$ cat config.mk
export PLATFORM = sky130hd
export DESIGN_NAME = sha512_ctrl
export DESIGN_NICKNAME = d
export VERILOG_FILES = /design/src/rtl/core/sha512_pkg.sv /design/src/rtl/core/sha512_ctrl.sv
export SDC_FILE = /design/constraint.sdc
export NUM_CORES = 1
export LEC_CHECK = 0
export BUFFER_PORTS_ARGS = -buffer_cell sky130_fd_sc_hd__buf_2
export CAP_MARGIN = 40
export CORE_MARGIN = 2
export CORE_UTILIZATION = 46
export CTS_CLUSTER_SIZE = 12
export DETAILED_ROUTE_END_ITERATION = 12
export PLACE_DENSITY = 0.77
export SYNTH_ARGS = -nofsm -noshare
export SYNTH_HDL_FRONTEND = slang
export SYNTH_SLANG_ARGS = --single-unit
$ cat constraint.sdc
create_clock -name clock -period 2 [get_ports clock]
set_input_delay 0.1 -clock clock [delete_from_list [all_inputs] [get_ports clock]]
set_output_delay 0.1 -clock clock [all_outputs]
set_load 0.02 [all_outputs]
$ cat src/rtl/core/sha512_pkg.sv
// package for the sha-512 hash engine: payload types, constants, rotate helper
`default_nettype none
package sha512_pkg;

   typedef struct packed {
      logic [7:0] data_byte;
      logic       byte_valid;
      logic       end_of_message;
   } req_type;

   typedef struct packed {
      logic [63:0] digest_word;
      logic [2:0]  word_index;
      logic        last_word;
   } rsp_type;

   typedef enum logic [2:0] {
      ST_COLLECT,
      ST_PAD,
      ST_LOAD,
      ST_ROUND,
      ST_FOLD,
      ST_EMIT
   } state_type;

   // command from controller to datapath
   typedef struct packed {
      logic       take_byte;
      logic       pad_write;
      logic [6:0] pad_addr;
      logic       pad_mark;
      logic       pad_zero;
      logic       load_word;
      logic [3:0] load_index;
      logic       start_rounds;
      logic       do_round;
      logic [6:0] round_index;
      logic       fold;
      logic       reset_chain;
      logic [2:0] emit_index;
   } cmd_type;

   typedef struct packed {
      logic [6:0] byte_pos;
   } status_type;

   localparam logic [7:0] PAD_BYTE = 8'h80;
   localparam int LEN_POS = 112;
   localparam int ROUNDS = 80;

   localparam logic [63:0] ROUND_K [0:79] = '{
      64'h428a2f98d728ae22, 64'h7137449123ef65cd, 64'hb5c0fbcfec4d3b2f, 64'he9b5dba58189dbbc,
      64'h3956c25bf348b538, 64'h59f111f1b605d019, 64'h923f82a4af194f9b, 64'hab1c5ed5da6d8118,
      64'hd807aa98a3030242, 64'h12835b0145706fbe, 64'h243185be4ee4b28c, 64'h550c7dc3d5ffb4e2,
      64'h72be5d74f27b896f, 64'h80deb1fe3b1696b1, 64'h9bdc06a725c71235, 64'hc19bf174cf692694,
      64'he49b69c19ef14ad2, 64'hefbe4786384f25e3, 64'h0fc19dc68b8cd5b5, 64'h240ca1cc77ac9c65,
      64'h2de92c6f592b0275, 64'h4a7484aa6ea6e483, 64'h5cb0a9dcbd41fbd4, 64'h76f988da831153b5,
      64'h983e5152ee66dfab, 64'ha831c66d2db43210, 64'hb00327c898fb213f, 64'hbf597fc7beef0ee4,
      64'hc6e00bf33da88fc2, 64'hd5a79147930aa725, 64'h06ca6351e003826f, 64'h142929670a0e6e70,
      64'h27b70a8546d22ffc, 64'h2e1b21385c26c926, 64'h4d2c6dfc5ac42aed, 64'h53380d139d95b3df,
      64'h650a73548baf63de, 64'h766a0abb3c77b2a8, 64'h81c2c92e47edaee6, 64'h92722c851482353b,
      64'ha2bfe8a14cf10364, 64'ha81a664bbc423001, 64'hc24b8b70d0f89791, 64'hc76c51a30654be30,
      64'hd192e819d6ef5218, 64'hd69906245565a910, 64'hf40e35855771202a, 64'h106aa07032bbd1b8,
      64'h19a4c116b8d2d0c8, 64'h1e376c085141ab53, 64'h2748774cdf8eeb99, 64'h34b0bcb5e19b48a8,
      64'h391c0cb3c5c95a63, 64'h4ed8aa4ae3418acb, 64'h5b9cca4f7763e373, 64'h682e6ff3d6b2b8a3,
      64'h748f82ee5defb2fc, 64'h78a5636f43172f60, 64'h84c87814a1f0ab72, 64'h8cc702081a6439ec,
      64'h90befffa23631e28, 64'ha4506cebde82bde9, 64'hbef9a3f7b2c67915, 64'hc67178f2e372532b,
      64'hca273eceea26619c, 64'hd186b8c721c0c207, 64'heada7dd6cde0eb1e, 64'hf57d4f7fee6ed178,
      64'h06f067aa72176fba, 64'h0a637dc5a2c898a6, 64'h113f9804bef90dae, 64'h1b710b35131c471b,
      64'h28db77f523047d84, 64'h32caab7b40c72493, 64'h3c9ebe0a15c9bebc, 64'h431d67c49c100d4c,
      64'h4cc5d4becb3e42b6, 64'h597f299cfc657e2a, 64'h5fcb6fab3ad6faec, 64'h6c44198c4a475817
   };

   localparam logic [63:0] INIT_CHAIN [0:7] = '{
      64'h6a09e667f3bcc908, 64'hbb67ae8584caa73b, 64'h3c6ef372fe94f82b, 64'ha54ff53a5f1d36f1,
      64'h510e527fade682d1, 64'h9b05688c2b3e6c1f, 64'h1f83d9abfb41bd6b, 64'h5be0cd19137e2179
   };

   function automatic logic [63:0] ror64(input logic [63:0] x, input int r);
      ror64 = (x >> r) | (x << (64 - r));
   endfunction

endpackage
`default_nettype wire

$ cat src/rtl/core/sha512_ctrl.sv
// sha-512 controller: request intake, padding sweep, round sequencing, digest output
`default_nettype none
module sha512_ctrl
   import sha512_pkg::*;
(
   input  wire logic       clock,
   input  wire logic       reset,
   input  wire req_type    req_data,
   input  wire logic       req_valid,
   output logic            req_stall,
   output logic            rsp_valid,
   input  wire logic       rsp_stall,
   output logic [2:0]      rsp_index,
   input  wire status_type status,
   output cmd_type         cmd
);
   state_type   state_ff, state_in;
   logic [6:0]  cnt_ff, cnt_in;      // round / pad address / load word
   logic [2:0]  sub_ff, sub_in;      // byte within word load
   logic        final_ff, final_in;  // compressing the final block
   logic        two_ff, two_in;      // padding needs an extra block
   logic        accept;

   assign accept = req_valid && !req_stall;

   always_ff @(posedge clock) begin
      if (reset) begin
         state_ff <= ST_COLLECT;
         cnt_ff <= '0;
         sub_ff <= '0;
         final_ff <= 1'b0;
         two_ff <= 1'b0;
      end else begin
         state_ff <= state_in;
         cnt_ff <= cnt_in;
         sub_ff <= sub_in;
         final_ff <= final_in;
         two_ff <= two_in;
      end
   end

   always_comb begin
      state_in = state_ff;
      cnt_in = cnt_ff;
      sub_in = sub_ff;
      final_in = final_ff;
      two_in = two_ff;
      cmd = '0;
      req_stall = 1'b1;
      rsp_valid = 1'b0;
      rsp_index = cnt_ff[2:0];
      cmd.load_index = cnt_ff[3:0];
      cmd.round_index = cnt_ff;
      cmd.pad_addr = cnt_ff;
      cmd.emit_index = cnt_ff[2:0];
      case (state_ff)
         ST_COLLECT: begin
            req_stall = 1'b0;
            if (accept) begin
               cmd.take_byte = req_data.byte_valid;
               if (req_data.byte_valid && status.byte_pos == 7'h7f) begin
                  // block full: compress, then pad if this also ends the message
                  final_in = 1'b0;
                  two_in = req_data.end_of_message;
                  cnt_in = '0;
                  sub_in = '0;
                  state_in = ST_LOAD;
               end else if (req_data.end_of_message) begin
                  cnt_in = req_data.byte_valid ? 7'(status.byte_pos + 7'd1)
                                               : status.byte_pos;
                  // no room left for the length field behind the pad byte
                  two_in = (cnt_in >= 7'(LEN_POS));
                  state_in = ST_PAD;
               end
            end
         end
         ST_PAD: begin
            // sweep from the pad byte or byte 0 to block end; byte_pos marks 0x80
            cmd.pad_write = 1'b1;
            cmd.pad_mark = (cnt_ff == status.byte_pos) &&
                           (two_ff || status.byte_pos < 7'(LEN_POS));
            cmd.pad_zero = !cmd.pad_mark && (cnt_ff < 7'(LEN_POS) || two_ff);
            if (cnt_ff == 7'h7f) begin
               final_in = !two_ff;
               cnt_in = '0;
               sub_in = '0;
               state_in = ST_LOAD;
            end else begin
               cnt_in = cnt_ff + 7'd1;
            end
         end
         ST_LOAD: begin
            cmd.load_word = 1'b1;
            if (sub_ff == 3'd7) begin
               sub_in = '0;
               if (cnt_ff == 7'd15) begin
                  cnt_in = '0;
                  state_in = ST_ROUND;
                  cmd.start_rounds = 1'b0;
               end else begin
                  cnt_in = cnt_ff + 7'd1;
               end
            end else begin
               sub_in = sub_ff + 3'd1;
            end
         end
         ST_ROUND: begin
            // on entry the chain is copied into the working registers
            if (sub_ff == 3'd0) begin
               cmd.start_rounds = 1'b1;
               sub_in = 3'd1;
            end else begin
               cmd.do_round = 1'b1;
               if (cnt_ff == 7'(ROUNDS - 1)) begin
                  state_in = ST_FOLD;
               end else begin
                  cnt_in = cnt_ff + 7'd1;
               end
            end
         end
         ST_FOLD: begin
            cmd.fold = 1'b1;
            sub_in = '0;
            cnt_in = '0;
            if (final_ff) begin
               state_in = ST_EMIT;
            end else if (two_ff) begin
               // message ended on a block boundary or pad spilled over
               state_in = ST_PAD;
               two_in = 1'b0;
            end else begin
               state_in = ST_COLLECT;
            end
         end
         ST_EMIT: begin
            rsp_valid = 1'b1;
            if (!rsp_stall) begin
               if (cnt_ff == 7'd7) begin
                  cmd.reset_chain = 1'b1;
                  cnt_in = '0;
                  state_in = ST_COLLECT;
               end else begin
                  cnt_in = cnt_ff + 7'd1;
               end
            end
         end
         default: state_in = ST_COLLECT;
      endcase
   end
endmodule
`default_nettype wire

# Yosys cells after proc, flatten, opt, wreduce, memory -nomap -nowiden
# Index checks and enable logic that the tools add are counted.
# Widths: inputs -> output; s select.
# op_classes
addsub	3
multipliers	0
div	0
magnitude_cmp	3
n_eq_ne	25
shift	0
mux	55
bitwise	0
n_reduce_logical	19
# ops
operator	n
$mux 7	11
$mux 3	16
$pmux 7 s6	1
$mux 1	22
$ne 2x2->1 const B	11
$eq 7x7->1 const B	3
$pmux 3 s6	1
$pmux 3 s5	1
$add 7x1->7 const B	2
$lt 7x7->1 const B	2
$eq 3x3->1 const B	3
$reduce_and 9->1	1
$reduce_and 4->1	2
$eq 7x3->1 const B	1
$eq 7x4->1 const B	1
$eq 7x7->1	1
$ge 7x7->1 const B	1
$reduce_and 7->1	1
$eq 3x2->1 const B	2
$logic_not 3->1	2
$reduce_bool 6->1	1
$reduce_and 5->1	1
$reduce_bool 5->1	1
$logic_and 1x1->1	4
other kinds (9)	13
# word_totals
regBits	15
latch_bits	0
ram_bits	0
romBits	0
out_inout_bits	35
memories	0

# Longest topological paths before layout
# depth
word_depth	7
depth_mapped	8
mapped_depth_nobuf	7

# Worst setup path before layout
# OpenSTA, ideal clock, no wires.
# synth_path
path_type	flip-flop to output port
from	register cnt_ff[1]
to	output cmd[3] in the netlist's numbering
arrival_time_ns	2.034
required_ns	1.900
slack_ns	-0.134
path_stages_with_launch	5
n_path_buf	0
cell_sequence	dfxtp_1 -> ha_1 -> nand4bb_1 -> or3_1 -> nor4_1
# synth_lines
item	line	source
start: declaration	sha512_ctrl.sv:18	logic [6:0] cnt_ff, cnt_in;
start signal: assignment	sha512_ctrl.sv:35	cnt_ff <= cnt_in;
end: declaration	sha512_ctrl.sv:15	output cmd_type cmd

==> out/results.tsv <==
metric	value	unit
number of flops mapped to enable cells by yosys	0	
Max Cap Violations	0	
Clock Pin Slew Worst Setup and Hold Paths	0.10	ns
clock root cell	clkbuf_4	
kind of critical path	reg -> out	
Least-Margin Pin Slew	0.369	ns
Min-Delay Endpoint	cnt_ff[2]	
max-slew violation count	0	
setup TNS	0	ns
GRT Overall Usage	22.5	%
ys flop type	dfxtp_1	
port bufs	47	
FP Rows	21	
grt ovf	0	
cells after synthesis	224	
Seq cells post-synth	15	
WHS Path Cells	2	
clock sinks	15	
post-synthesis sequential area ratio	17.9	%
Cell Pwr Density	1080	nW/µm²
CP top delay family	simple AND/OR/NAND/NOR gates	
top cells by area, synth	dfxtp_1, buf_4, nand2_1	
Achievable Freq	525	MHz
Clock Latency Late Sink	0.29	ns
DRT iter0 DRCs	81	
Worst Hold Class	in -> reg	
gpl congestion	0.852	
CTS tree	built	
setup ws final	0.0939	ns
total CTS buffers	3	
initial antenna violation count	0	
final hold violations	0	
largest net degree at the start of global routing	15	
FF-to-FF Start	state_ff[0]	
part of the cycle the worst path needs	95.3	%
Antenna Cells	0	
mapped cell area	1680	µm²
Avg Vias per Cell	5.96	
Top Ports	56	
nets	284	
Placed Area	1870	µm²
Worst Setup Start Kind	flop	
CP Data Arrival Time	1.81	ns
die width	64.4	µm
minimum clock period	1.91	ns
CP Data Required Time	1.90	ns
final instance area	1950	µm²
max incr delay on CP	0.42	ns
Worst R2R Setup Slack	0.13	ns
Post-CTS Repair Setup Buffers	0	
Post-synth top cells	buf_4, nand2_1, dfxtp_1, nor2_1, a21oi_1	
Via Count	1805	
CP Cell Sequence	nand4bb_2 > or3_1 > nor4_2 > buf_2	
Reg-to-Reg End	cnt_ff[5]	
Detail Route Antenna Nets	0	
Slew headroom	75.3	%
Synth Warn #	0	
synthesized area per cell	7.48	µm²
Async S/R FF share, synth	0	%
die height	64.4	µm
HPWL after DPL	3.40	mm
pre-CTS worst setup slack	-0.0358	ns
dominant cell by count in the synthesized netlist	buf_4	
Layout Area Growth over Synthesis	16.2	%
Max VDD drop	0.487	mV
first-pass GRT wire length	7.56	mm
WL per Instance	14.8	µm
core area	3420	µm²
hold path start	reset	
DRC	0	
cts repair resizes	2	
buffers plus inverters on the worst setup path	1	
Post-Route WL	4.49	mm
status	finished clean	
leak pwr	0.892	nW
Fin Clk Skew	0.00248	ns
Syn Nets	250	
H-tree depth	1	
top cell type by total area after synthesis	dfxtp_1	
CP endpoint kind	primary output	
# hold bufs at CTS	0	
number of global-route vias before repair	1662	
First-pass DRT Iterations	4	
PnR Total Power	2.10	mW
Initial Utilization	49.0	%
Synth cell types	63	
Crit Path Max Fanout	9	
layout cell share with drive strength beyond 1	33.1	%
top-area cell type share of the netlist area	17.9	%
Crit-path slowest cell	dfxtp_1	
maximum clock insertion buffer count	2	
FF-to-FF path depth	7	
final setup fails	0	
full die area	4140	µm²
[worst max path at each step]
stage | start | endpoint | slack, ns | depth (start not counted)
after global placement | cnt_ff[0] | cnt_ff[0] | 0.03 | 6
after detailed placement | cnt_ff[0] | cnt_ff[0] | -0.04 | 6
final | cnt_ff[4] | cmd[3] | 0.09 | 4
after CTS | cnt_ff[0] | cmd[3] | 0.04 | 5
after floorplan | cnt_ff[3] | cmd[19] | 0.06 | 5
after global routing | cnt_ff[2] | cmd[3] | -0.0007 | 4
[per-layer routing]
layer	global-route usage, %	part of all wire (%)	vias to the layer above
met5	0	0	-
met4	7.98	1.2	0
met3	2.99	6.9	8
met2	37.1	47	78
met1	29.9	45	829
li1	-	-	890
[registers in the layout, indices dropped and copies added, names as in the netlist]
register / flops
cnt_ff: 7
two_ff: 1
final_ff: 1
state_ff: 3
sub_ff: 3
[metrics by stage]
stage	instances	hold WS, ns	util [%]
after floorplan	224	0.254	-
after global routing	303	0.191	57.0
after detailed placement	299	0.480	54.7
final	303	0.190	57.0
after CTS	303	0.179	55.7
after global placement	299	0.475	54.7
[report_power, final]
| group | total (mW) | internal [mW] | switching [mW] |
|---|---|---|---|
| combinational | 1.45 | 0.568 | 0.879 |
| sequential | 0.474 | 0.365 | 0.109 |
| clock | 0.181 | 0.0775 | 0.104 |
| total | 2.10 | 1.01 | 1.09 |
[cells by family (layout without fill, tap and decap cells)]
logic type      after synthesis  count (layout)  synth area share [%]
compound gates               59              59                  25.8
xor+xnor                     12              12                  6.27
fa+ha+maj                     5               5                  3.73
buf+inv                      41              74                  14.7
flops                        15              15                  17.9
mux                           2               2                  1.27
simple gates                 90              90                  30.2
[cell type report]
| class | instances | area, µm² |
|---|---|---|
| Fill cell | 356 | 1470 |
| Multi-Input combinational cell | 168 | 1180 |
| Timing Repair Buffer | 61 | 340 |
| Sequential cell | 15 | 305 |
| Tap cell | 46 | 57.6 |
| Inverter | 9 | 33.8 |
| Clock buffer | 4 | 26.3 |
[worst reg2reg max path: cells and delay by family, from the launching register on]
family	cells	cell delay, ns
DFF	1	0.39
AOI/OAI and AO/OA	2	0.48
buffers and inverters	1	0.07
and+or+nand+nor	4	0.82
[cells in the final DEF, fill, tap and decap left out, drive strengths merged, types with 3 or more instances in the layout]
cell,synthesis,routed
a21o,3,3
a21oi,13,13
a221oi,3,3
a32oi,3,3
and2,3,3
and3,6,6
and4,4,4
buf,27,61
clkbuf,5,4
dfxtp,15,15
ha,5,5
inv,8,8
nand2,19,19
nand3,12,12
nand3b,3,3
nand4,4,4
nor2,16,16
nor3,6,6
nor4,3,3
o21ai,10,10
or3,3,3
xnor2,4,4
xor2,8,8
(Power assumes the default switching activity.)
